File: config.mk
export PLATFORM = sky130hd
export DESIGN_NAME = arot_cordic_cell
export DESIGN_NICKNAME = d
export VERILOG_FILES = /design/src/rtl/arot_pkg.sv /design/src/rtl/arot_cordic_cell.sv
export SDC_FILE = /design/constraint.sdc
export NUM_CORES = 1
export LEC_CHECK = 0
export BUFFER_PORTS_ARGS = -buffer_cell sky130_fd_sc_hd__clkbuf_2
export CAP_MARGIN = 10
export CORE_MARGIN = 2
export CORE_UTILIZATION = 48
export DETAILED_ROUTE_END_ITERATION = 8
export PLACE_DENSITY = 0.78
export REMOVE_ABC_BUFFERS = 1
export SYNTH_ARGS = -nofsm -noshare
export SYNTH_HDL_FRONTEND = slang
export SYNTH_SLANG_ARGS = --single-unit
File: constraint.sdc
create_clock -name clk -period 0.8 [get_ports clk]
set_input_delay 0.08 -clock clk [delete_from_list [all_inputs] [get_ports clk]]
set_output_delay 0.08 -clock clk [all_outputs]
set_load 0.01 [all_outputs]
File: src/rtl/arot_pkg.sv
// arot_pkg: shared constants for the axis-angle rotation matrix block.
// Holds the CORDIC gain, datapath width and the arctangent table.
// No dependencies.
package arot_pkg;

    localparam int SAMPLE_WIDTH_DEF  = 16;
    localparam int CORDIC_STAGES_DEF = 16;
    localparam int CORDIC_STAGES_MAX = 32;

    // CORDIC datapath: Q2.30 plus guard bits
    localparam int CW = 34;

    localparam logic signed [CW-1:0] CORDIC_GAIN = CW'(652032874);

    localparam logic [31:0] ATAN_TURNS [CORDIC_STAGES_MAX] = '{
        32'h20000000, 32'h12E4051D, 32'h09FB385B, 32'h051111D4,
        32'h028B0D43, 32'h0145D7E1, 32'h00A2F61E, 32'h00517C55,
        32'h0028BE53, 32'h00145F2E, 32'h000A2F98, 32'h000517CC,
        32'h00028BE6, 32'h000145F3, 32'h0000A2F9, 32'h0000517C,
        32'h000028BE, 32'h0000145F, 32'h00000A2F, 32'h00000517,
        32'h0000028B, 32'h00000145, 32'h000000A2, 32'h00000051,
        32'h00000028, 32'h00000014, 32'h0000000A, 32'h00000005,
        32'h00000002, 32'h00000001, 32'h00000000, 32'h00000000
    };

endpackage

File: src/rtl/arot_cordic_cell.sv
// arot_cordic_cell: one rotation-mode CORDIC micro-rotation with its register.
// Carries the axis components alongside. Depends on arot_pkg.
module arot_cordic_cell #(
    parameter int SAMPLE_WIDTH = 16,
    parameter int STAGE        = 0
) (
    input  logic                                  clk,
    input  logic                                  rst_n,
    input  logic                                  en,
    input  logic                                  vld_in,
    input  logic signed [arot_pkg::CW-1:0]        x_in,
    input  logic signed [arot_pkg::CW-1:0]        y_in,
    input  logic signed [arot_pkg::CW-1:0]        z_in,
    input  logic signed [SAMPLE_WIDTH-1:0]        ax_in,
    input  logic signed [SAMPLE_WIDTH-1:0]        ay_in,
    input  logic signed [SAMPLE_WIDTH-1:0]        az_in,
    output logic                                  vld_out,
    output logic signed [arot_pkg::CW-1:0]        x_out,
    output logic signed [arot_pkg::CW-1:0]        y_out,
    output logic signed [arot_pkg::CW-1:0]        z_out,
    output logic signed [SAMPLE_WIDTH-1:0]        ax_out,
    output logic signed [SAMPLE_WIDTH-1:0]        ay_out,
    output logic signed [SAMPLE_WIDTH-1:0]        az_out
);
    import arot_pkg::*;

    localparam logic signed [CW-1:0] ATAN = CW'(ATAN_TURNS[STAGE]);

    logic                   vld_reg;
    logic signed [CW-1:0]   x_reg, y_reg, z_reg;
    logic signed [CW-1:0]   x_next, y_next, z_next;
    logic signed [CW-1:0]   xs, ys;
    logic signed [SAMPLE_WIDTH-1:0] ax_reg, ay_reg, az_reg;

    always_comb
    begin
        xs = x_in >>> STAGE;
        ys = y_in >>> STAGE;
        if (!z_in[CW-1])
        begin
            x_next = x_in - ys;
            y_next = y_in + xs;
            z_next = z_in - ATAN;
        end
        else
        begin
            x_next = x_in + ys;
            y_next = y_in - xs;
            z_next = z_in + ATAN;
        end
    end

    always_ff @(posedge clk or negedge rst_n)
    begin
        if (!rst_n)
        begin
            vld_reg <= 1'b0;
        end
        else if (en)
        begin
            vld_reg <= vld_in;
        end
    end

    always_ff @(posedge clk)
    begin
        if (en)
        begin
            x_reg  <= x_next;
            y_reg  <= y_next;
            z_reg  <= z_next;
            ax_reg <= ax_in;
            ay_reg <= ay_in;
            az_reg <= az_in;
        end
    end

    assign vld_out = vld_reg;
    assign x_out   = x_reg;
    assign y_out   = y_reg;
    assign z_out   = z_reg;
    assign ax_out  = ax_reg;
    assign ay_out  = ay_reg;
    assign az_out  = az_reg;

endmodule

==> run metrics, run 1 <==
Port Buffers 304; CTS sink cnt 150; synthesized area per cell 9.99 um2; Synth Instances 1035; status aborted with a tool error; Die H 151 um; GRT repair_timing worst endpoint x_out[26]$_DFFE_PP_/D; Post-synth top flop edfxtp_1; GR Util All Layers 72.3%; Cell Rows 53; last stage the flow got to global routing (5_1_grt); Root Buffer clkbuf_16; DP HPWL 31900 um; clock buffer depth 2; number of synthesized register bits 150; GR Overflow Total 8; largest net degree at the start of global routing 29; Post-synth ARST share 0.667%; Warnings, synthesis 0; Netlist cell types 76; die width 151 um; placer congestion estimate 1.02; # IOs 305; htree depth 4; sequential area share after synthesis 43.5%; First Err [ERROR GRT-0232] Routing congestion too high. Check the congestion heatmap in the GUI.; Mapped Area 0.0103 mm2; cts bufs inserted 17; Initial Util 49.0%; worst ep type register data pin; Post-synth EDFFs 149
## cell families after synthesis
| group | after synthesis | share of synthesized area (%) |
|---|---|---|
| AO/OA/AOI/OAI | 325 | 19.8 |
| flip-flops | 150 | 43.5 |
| buffers and inverters | 152 | 6.44 |
| adder cells (fa/ha/maj) | 107 | 13.2 |
| XOR/XNOR | 67 | 5.68 |
| AND/OR/NAND/NOR | 215 | 9.48 |
| multiplexers | 19 | 1.85 |
## cell usage after synthesis, types with 3 or more instances
master       n  area share [%]
a21oi_1    127             6.1
o221ai_1     3            0.25
clkbuf_1    11            0.40
o31ai_1     10            0.73
nor2b_1      7            0.42
or2_2        3            0.18
inv_2        5            0.18
nor3_1      19            0.92
o211ai_1    10            0.73
nor2_1      89             3.2
a2111oi_0    6            0.51
a21o_1      19             1.4
xnor2_1     58             4.9
buf_4        7            0.51
nand2b_1     7            0.42
mux2i_1     18             1.7
buf_6        4            0.44
a211o_1      3            0.25
o21a_1       7            0.51
fa_1         4            0.77
inv_1      104             3.8
nand4_1      7            0.42
o21ai_1      4            0.19
ha_1       103              12
nand2_1     48             1.7
nand3_1     11            0.53
edfxtp_1   149              43
xor2_1       9            0.76
a31oi_1      4            0.24
or3_1        4            0.24
o21ai_0     62             3.0
a211oi_1    11            0.80
buf_1        7            0.25
nor4_1      10            0.61
o21bai_1    27             2.0
buf_2        9            0.44
## per-stage QoR
stage / cells / worst slack, ps / setup TNS, ps / cell area [um2]
3_3_place_gp: 1943 / -2230 / -120730 / 14800
2_1_floorplan: 993 / -1830 / -89130 / 10100
4_1_cts: 2097 / -1600 / -107720 / 18000
3_5_place_dp: 1943 / -2300 / -127750 / 14800
## per-layer routing
| layer | GRT usage, % | overflow |
|---|---|---|
| met1 | 73.3 | 0 |
| met2 | 87.1 | 0 |
| met3 | 61.3 | 0 |
| met4 | 65.9 | 8 |
| met5 | 26.8 | 0 |
## what timing repair did
item | 4_1_cts
pin swaps | 131
buffers inserted | 51
hold buffers | 80
endpoints found under the hold margin | 79
setup endpoints to repair | 220
resized for setup | 323
cloned | 1
==> run 2, diff against run 1 <==
--- a/config.mk
+++ b/config.mk
@@ -8,9 +8,9 @@
 export BUFFER_PORTS_ARGS = -buffer_cell sky130_fd_sc_hd__clkbuf_2
 export CAP_MARGIN = 10
 export CORE_MARGIN = 2
-export CORE_UTILIZATION = 48
+export CORE_UTILIZATION = 40
 export DETAILED_ROUTE_END_ITERATION = 8
-export PLACE_DENSITY = 0.78
+export PLACE_DENSITY_LB_ADDON = 0.15
 export REMOVE_ABC_BUFFERS = 1
 export SYNTH_ARGS = -nofsm -noshare
 export SYNTH_HDL_FRONTEND = slang
==> constraint.sdc (replaced) <==
create_clock -name clk -period 1 [get_ports clk]
set_input_delay 0.1 -clock clk [delete_from_list [all_inputs] [get_ports clk]]
set_output_delay 0.1 -clock clk [all_outputs]
set_load 0.01 [all_outputs]
==> run metrics, run 2 <==
DRT antenna net count 0; Largest stage delay, worst path 470 ps; type of the worst setup path input port to register; Max Clk Rate 385 MHz; Port Buffers 304 (unchanged); status complete, but fails checks; leakage 0.00869 uW; Post-synth top flop edfxtp_1; Netlist cell types 76 (unchanged); r2r startpoint vld_out; cts bufs inserted 17 (unchanged); Die H 165 um (+9.3%); crit path cell chain clkbuf_2 > buf_6 > ha_4 > nor2b_4 > o211ai_1 > nand3_2 > a21oi_4 > o21ai_4 > a211o_4 > a311o_2 > nor4_4 > nor3_2 > xnor2_1; Critical Path Fanout Max 4; Pins Over Slew Limit 0; drt wl/cell 20.4 um; cell with the most instances after synthesis edfxtp_1; Via Count 11400; Vias/cell 5.25; Initial Util 40.9% (-8.1 points); number of synthesized register bits 150 (unchanged); period utilisation layout 260%; antenna violations before repair 2; vias in the first global route 10900; Yosys top cell by area edfxtp_1; Pwr Density 1310 mW/mm2; failing checks setup timing; synthesized area per cell 9.99 um2 (unchanged); starting DRC count in detailed routing 864; # IOs 305 (unchanged); Req. time, crit path 1170 ps; Mapped Area 0.0103 mm2 (unchanged); DP HPWL 31200 um (-2.2%); drc violations 0; largest net degree at the start of global routing 34; CP arrival 2770 ps; crit end category register; part of the power in the clock network 26.1%; Net Sw Frac 34.9%; sequential area share after synthesis 43.5% (unchanged); share of layout cells above drive strength 1 57.6%; Slew headroom 47.0%; commonest cells after routing, fill and taps aside buf_4, clkbuf_2, edfxtp_1; CTS tree done; htree depth 4 (unchanged); post-route minimum period 2600 ps; CTS sink cnt 150 (unchanged); die width 165 um (+9.3%); Final Setup Violations 214; Seq pwr share 32.6%; maxcap violations 0; DR pass1 iterations 6; Total Routed Length 44400 um; GR Overflow Total 0; Crit. Startpoint y_in[5]; clock buffer depth 2 (unchanged); Warnings, synthesis 0 (unchanged); non-filler cells, final 2177; RSZ-0062 raised after global routing true; Logic pwr share 41.3%; Hold Fails Final Rpt 0; placed insts 2002 (+3.0%); setup slack after layout -1600 ps; Root Buffer clkbuf_16; top-area cell type share of the netlist area 43.3% (unchanged); Layout area overhead 85.8%; Placed Area 0.0150 mm2 (+0.83%); Hold WC Path Type input port to register; final-stage net count 2094; Final Cell Area 0.0192 mm2; Clock Pin Slew Worst Setup and Hold Paths 70 ps; peak supply drop 1.38 mV; Worst Hold Launch en; Cell Rows 58 (+9.4%); Crit-path slowest cell a311o_2; placer congestion estimate 0.953 (-7.0%); worst skew pair latency 420 ps; Post-synth EDFFs 149 (unchanged); Worst-Margin Slew 787 ps; Die Area 0.0271 mm2; synth top area cells edfxtp_1, ha_1, a21oi_1; most frequent cells after synthesis edfxtp_1, a21oi_1, inv_1; first-pass GRT wire length 60200 um; Synth Instances 1035 (unchanged); GR Util All Layers 29.4%; Worst Skew 0 ps; Startpoint Class input port; Post-synth ARST share 0.667% (unchanged); commonest non-fill, non-tap cell in the layout buf_4; P_int 16400 uW; Switch Pwr 8810 uW; Layout Utilization 76.1%; core area 0.0253 mm2
## run 2: worst paths after layout
kind | slack [ps] | endpoint | depth (start not counted)
max in group asynchronous | 320 | vld_out | 3
min reg2reg | 520 | vld_out | 1
min | 70 | x_out[9] | 2
max reg2reg | 250 | vld_out | 1
min in group asynchronous | 560 | vld_out | 3
max | -1600 | y_out[33] | 13
## run 2: per-stage QoR
stage | power, uW | setup TNS (ps) | setup WS (ps) | hold WS (ps)
floorplan | 11500 | -76530 | -1650 | -196
global placement | 15700 | -103130 | -2100 | -124
detailed placement | 15800 | -105660 | -2150 | -122
CTS | 23700 | -71270 | -1410 | 34.9
global route | 26200 | -84890 | -1650 | 65.1
finish | 25200 | -75330 | -1600 | 72.1
## run 2: per-layer routing
layer	GRT usage (%)	part of all wire [%]	up-vias
li1	-	-	5316
met1	38.2	40	5438
met2	48.7	47	562
met3	4.72	7.5	113
met4	12.7	4.8	0
met5	0	0	-
## run 2: kinds of logic (layout without fill, tap and decap cells)
family                     count (synthesis)  in the layout  share of synthesized area (%)
other                                      0              1                              0
adders and majority gates                107            107                           13.2
buffers and inverters                    152            963                           6.44
xor gates and xnor gates                  67             67                           5.68
AOI/OAI and AO/OA                        325            325                           19.8
DFF                                      150            150                           43.5
muxes                                     19             19                           1.85
and+or+nand+nor                          215            215                           9.48
## run 2: critical path, delay by kind of cell
family	cells	cell delay, ps
fa+ha+maj	1	150
xor+xnor	1	150
buf+inv	2	260
compound gates	5	1420
simple gates	4	670
## run 2: what timing repair did
action                     4_1_cts  5_1_grt
pin swaps                       87      146
hold endpoints to repair        79        0
setup buffers                   35       44
gates cloned                     1        0
hold buffers                    80        0
gates resized for setup        260      294
setup endpoints to repair      216      217
## run 2: layout make-up
| class | instances | area [um2] |
|---|---|---|
| clock inverter | 15 | 181 |
| timing repair buffer | 821 | 6180 |
| sequential | 150 | 4500 |
| antenna | 1 | 2.50 |
| fill | 1663 | 6050 |
| tap | 330 | 413 |
| multi-input combinational | 733 | 7070 |
| inverter | 110 | 443 |
| clock buffer | 17 | 425 |
## run 2: power groups by stage
| stage | clock network (uW) | logic (uW) | registers (uW) |
|---|---|---|---|
| finish | 6580 | 10400 | 8210 |
| global route | 6950 | 11000 | 8270 |
| CTS | 6640 | 8880 | 8190 |
| detailed placement | 0 | 7500 | 8320 |
| global placement | 0 | 7440 | 8310 |
| floorplan | 0 | 2810 | 8670 |
Note: power is estimated with default switching activity, not from simulation.
==> run 3, diff against run 2 <==
==> constraint.sdc (replaced) <==
create_clock -name clk -period 1 [get_ports clk]
set_input_delay 0.05 -clock clk [delete_from_list [all_inputs] [get_ports clk]]
set_output_delay 0.05 -clock clk [all_outputs]
set_load 0.01 [all_outputs]
==> run metrics, run 3 (synthesis results as in run 2) <==
Total Routed Length 43600 um (-1.9%); Req. time, crit path 1180 ps (about the same); Pwr Density 1320 mW/mm2 (+0.72%); DRT antenna net count 0 (unchanged); antenna violations before repair 0 (-2); period utilisation layout 241% (-20 points); Diodes inserted 0 (-1); Vias/cell 5.22 (-0.61%); GR Overflow Total 0 (unchanged); Reg2Reg Setup Slack 240 ps (about the same); drt wl/cell 20.0 um (-2.0%); Startpoint Class input port; non-filler cells, final 2179 (+0.092%); Worst-Margin Slew 775 ps (-12.4 ps); post-route minimum period 2410 ps (-195 ps); # fillers 1734 (+4.3%); CP top delay family compound AO/OA/AOI/OAI gates; htree depth 4 (unchanged); DP HPWL 31200 um (about the same); Clock Pin Slew Worst Setup and Hold Paths 80 ps (about the same); worst r2r path cells 1 (unchanged); cts hold-fix bufs 82 (+2.5%); Root Buffer clkbuf_16; vias in the first global route 11200 (+2.6%); placer congestion estimate 0.976 (+2.4%); GR Util All Layers 29.8% (+0.36 points); CTS sink cnt 150 (unchanged); drc violations 0 (unchanged); starting DRC count in detailed routing 898 (+3.9%); clock buffer depth 2 (unchanged); Hold Fails Final Rpt 1 (+1); Via Count 11400 (-0.52%); CP arrival 2590 ps (-180 ps); worst skew pair latency 430 ps (about the same); commonest non-fill, non-tap cell in the layout buf_4; RR Endpoint vld_out; Max Clk Rate 416 MHz (+8.1%); Cell Rows 58 (unchanged); peak supply drop 1.22 mV (-11%); largest net degree at the start of global routing 30 (-12%); maxcap violations 0 (unchanged); crit path cell chain buf_8 > inv_4 > ha_4 > buf_6 > o41ai_2 > buf_4 > a21oi_4 > buf_6 > buf_6 > buf_6 > o21bai_4 > o21bai_4 > o21a_4 > o31ai_4 > mux2i_1 > xnor2_1; CTS tree done; Slew headroom 47.9% (+0.84 points); crit end category register; core area 0.0253 mm2 (unchanged); Port Buffers 304 (unchanged); Placed Area 0.0149 mm2 (-0.40%); setup slack after layout -1410 ps (+195 ps); placed insts 2004 (+0.10%); Worst Skew 0 ps (unchanged); critical path depth in cells 16 (+3); die width 165 um (unchanged); Hold WC Path Type input port to register; failing checks hold timing, setup timing; commonest cells after routing, fill and taps aside buf_4, clkbuf_2, edfxtp_1; DR pass1 iterations 5 (-1); Die Area 0.0271 mm2 (unchanged); Crit. Startpoint x_in[3]; Pins Over Slew Limit 0 (unchanged); Layout area overhead 81.7%; Critical Path Fanout Max 5 (+1); leakage 0.00856 uW (-1.4%); Bufs and invs on worst path 7 (+5); cts bufs inserted 17 (unchanged); final-stage net count 2097 (+0.14%); first-pass GRT wire length 61200 um (+1.7%); Final Setup Violations 137 (-36%); RSZ-0062 raised after global routing true; r2r startpoint vld_out; hold slack -24.1 ps (-96.2 ps); most frequent CP cell buf_6; Die H 165 um (unchanged); Final Cell Area 0.0188 mm2 (-2.2%); share of layout cells above drive strength 1 56.3% (-1.3 points); type of the worst setup path input port to register; status complete, but fails checks; # IOs 305 (unchanged); crit path to y_out[25]; Crit-path slowest cell o41ai_2; Largest stage delay, worst path 320 ps (-150 ps); Initial Util 40.9% (unchanged)
## run 3: through the flow
stage / util [%] / hold slack, ps / power (uW) / setup WS, ps / TNS [ps]
2_1_floorplan: - / -246 / 11500 / -1600 / -73030
4_1_cts: 69.9 / -31.3 / 23600 / -1440 / -64100
5_1_grt: 74.4 / -8.34 / 25800 / -1500 / -73840
3_3_place_gp: 59.0 / -174 / 15700 / -2100 / -101190
6_report: 74.4 / -24.1 / 24800 / -1410 / -66050
3_5_place_dp: 59.0 / -172 / 15800 / -2130 / -103210
## run 3: final cells by class
type	instances	area, um2	area share [%]
multi-input cells	733	6780	36.1
inverters	110	433	2.31
well taps	330	413	2.20
repair buffers	824	6050	32.2
flip-flops and latches	150	4500	24.0
clock buffers	17	425	2.27
clock inverters	15	178	0.946
## run 3: power breakdown
group | switching (uW) | total, uW | internal (uW)
logic | 5080 | 10000 | 4950
clock network | 3230 | 6610 | 3380
registers | 301 | 8210 | 7900
## run 3: worst min path at each step
stage,cells after the start,start,slack [ps],endpoint
3_3_place_gp,1,rst_n,-170,vld_out
6_report,2,z_in[30],-20,z_out[30]
4_1_cts,2,z_in[30],-30,z_out[30]
3_5_place_dp,1,rst_n,-170,vld_out
2_1_floorplan,0,rst_n,-250,vld_out
5_1_grt,2,z_in[30],-8,z_out[30]
## run 3: per-layer routing
| metal | up-vias | share of wire (%) | GRT usage (%) |
|---|---|---|---|
| li1 | 5322 | - | - |
| met1 | 5434 | 42 | 37.6 |
| met2 | 487 | 47 | 49.7 |
| met3 | 127 | 6.4 | 5.00 |
| met4 | 0 | 4.6 | 14.0 |
| met5 | - | 0 | 0 |
## run 3: what timing repair did
action	4_1_cts	5_1_grt
pin swaps	109	134
setup buffers	39	38
setup endpoints to repair	146	305
gates cloned	0	0
gates resized for setup	248	241
hold endpoints to repair	89	1
==> run 4, diff against run 3 <==
--- a/config.mk
+++ b/config.mk
@@ -8,7 +8,7 @@
 export BUFFER_PORTS_ARGS = -buffer_cell sky130_fd_sc_hd__clkbuf_2
 export CAP_MARGIN = 10
 export CORE_MARGIN = 2
-export CORE_UTILIZATION = 40
+export CORE_UTILIZATION = 45
 export DETAILED_ROUTE_END_ITERATION = 8
 export PLACE_DENSITY_LB_ADDON = 0.15
 export REMOVE_ABC_BUFFERS = 1
==> constraint.sdc (replaced) <==
create_clock -name clk -period 2.1 [get_ports clk]
set_input_delay 0.105 -clock clk [delete_from_list [all_inputs] [get_ports clk]]
set_output_delay 0.105 -clock clk [all_outputs]
set_load 0.01 [all_outputs]
==> run metrics, run 4 (synthesis results as in run 2) <==
Die Area 0.0242 mm2 (-11%); die width 156 um (-5.6%); # IOs 305 (unchanged); peak supply drop 0.408 mV (-67%); crit end category register; Fin Setup TNS -6360 ps (+59690 ps); dpl ws -1050 ps (+1070 ps); core area 0.0226 mm2 (-11%); Largest stage delay, worst path 370 ps (+50 ps); Clock Pin Slew Worst Setup and Hold Paths 70 ps (about the same); Initial Util 45.8% (+4.9 points); placed insts 1911 (-4.6%); Port Buffers 304 (unchanged); leakage 0.00816 uW (-4.7%); htree depth 4 (unchanged); most frequent CP cell buf_4; non-filler cells, final 2074 (-4.8%); final-stage net count 2036 (-2.9%); Via Count 11500 (+0.77%); Cell Rows 55 (-5.2%); maxcap violations 0 (unchanged); DP HPWL 29600 um (-5.0%); Die H 156 um (-5.6%); Startpoint Class input port; Critical Path Fanout Max 3 (-2); Hold WC Path Type input port to register; DRT antenna net count 0 (unchanged); Layout Utilization 78.3% (+4.0 points); starting DRC count in detailed routing 961 (+7.0%); failing checks setup timing; DR pass1 iterations 5 (unchanged); type of the worst setup path input port to register; Bufs and invs on worst path 9 (+2); Req. time, crit path 2270 ps (+1090 ps); commonest cells after routing, fill and taps aside buf_4, clkbuf_2, edfxtp_1; worst r2r path cells 1 (unchanged); Vias/cell 5.52 (+5.9%); placer congestion estimate 0.958 (-1.9%); RSZ-0062 raised after global routing true; CP arrival 2620 ps (+30 ps); GR Util All Layers 34.5% (+4.7 points); Root Buffer clkbuf_16; period utilisation layout 117%; Final Setup Violations 36 (-74%); largest net degree at the start of global routing 42 (+40%); Crit-path slowest cell fa_2; status complete, but fails checks; Tot Pwr 11500 uW (-54%); Total Routed Length 44400 um (+2.0%); setup slack after layout -349 ps (+1060 ps); share of layout cells above drive strength 1 50.5% (-5.8 points); Slew headroom 67.4% (+19 points); clock buffer depth 2 (unchanged); Worst-Margin Slew 489 ps (-286 ps); CTS tree done; Max Clk Rate 408 MHz; Worst Skew 0 ps (unchanged); Hold Fails Final Rpt 0 (-1); commonest non-fill, non-tap cell in the layout buf_4; CTS sink cnt 150 (unchanged); first-pass GRT wire length 63900 um (+4.5%); Layout area overhead 71.0%; Pwr Density 652 mW/mm2 (-51%); worst skew pair latency 430 ps (about the same); vias in the first global route 11400 (+1.8%); post-route minimum period 2450 ps; crit path cell chain clkbuf_16 > inv_1 > ha_2 > fa_2 > nand2b_4 > a21boi_2 > o21ai_2 > buf_4 > buf_4 > buf_4 > buf_4 > buf_4 > buf_4 > buf_4 > a21oi_4 > o21ai_1 > o21ai_1 > xor2_1; GR Overflow Total 0 (unchanged); Pins Over Slew Limit 0 (unchanged); drt wl/cell 21.4 um (+7.1%); critical path depth in cells 18 (+2); drc violations 0 (unchanged); antenna violations before repair 1 (+1); cts bufs inserted 17 (unchanged); CP top delay family buffers and inverters; worst hold stages 3 (+1)
[run 4: cell count changes in the layout (fill, tap and decap cells not counted), moves of 7 or more]
cell,change
nor2_1,+8
a21oi_2,-22
buf_4,-39
xnor2_2,-8
mux2i_1,+10
xnor2_1,+8
a21oi_1,+24
buf_2,-13
nor2_2,-8
buf_6,-26
nand2_1,+7
clkbuf_2,+21
nand2_2,-7
o21ai_0,+12
[run 4: metal layers]
metal | vias to the layer above | share of wire, % | wire length, um | GRT usage, %
li1 | 5194 | - | - | -
met4 | 0 | 5.7 | 2520 | 18.8
met5 | - | 0 | 0 | 0
met3 | 180 | 8.0 | 3560 | 4.97
met2 | 681 | 48 | 21200 | 56.8
met1 | 5403 | 39 | 17100 | 44.0
[run 4: cell type report]
class | count | area [um2]
Multi-Input combinational cell | 733 | 6310
Timing Repair Buffer | 763 | 5460
Fill cell | 1461 | 4890
Sequential cell | 150 | 4500
Inverter | 110 | 433
Clock buffer | 17 | 425
Tap cell | 285 | 357
Clock inverter | 15 | 196
Antenna cell | 1 | 2.50
[run 4: power breakdown]
group	total, uW	internal [uW]	switching (uW)
Sequential	3920	3770	153
Clock	3210	1640	1570
Combinational	4400	2090	2300
[run 4: worst paths after layout]
path | startpoint | endpoint | slack, ps
max | y_in[0] | y_out[6] | -350
min in group asynchronous | rst_n | vld_out | 520
max reg2reg | vld_out | vld_out | 1300
min reg2reg | vld_out | vld_out | 590
min | z_in[32] | z_out[33] | 100
max in group asynchronous | rst_n | vld_out | 1460
[run 4: what timing repair did]
action | in CTS | in global routing
endpoints found under the setup margin | 41 | 45
gates resized for setup | 195 | 122
hold endpoints to repair | 80 | 0
pin swaps | 82 | 71
hold buffers | 81 | 0
setup buffers | 32 | 20
[run 4: through the flow]
stage | area (um2) | hold WS [ps]
after floorplan | 10100 | -191
after global routing | 17700 | 102
final | 17700 | 95.7
after detailed placement | 14500 | -118
after global placement | 14500 | -120
after CTS | 17000 | 77.9
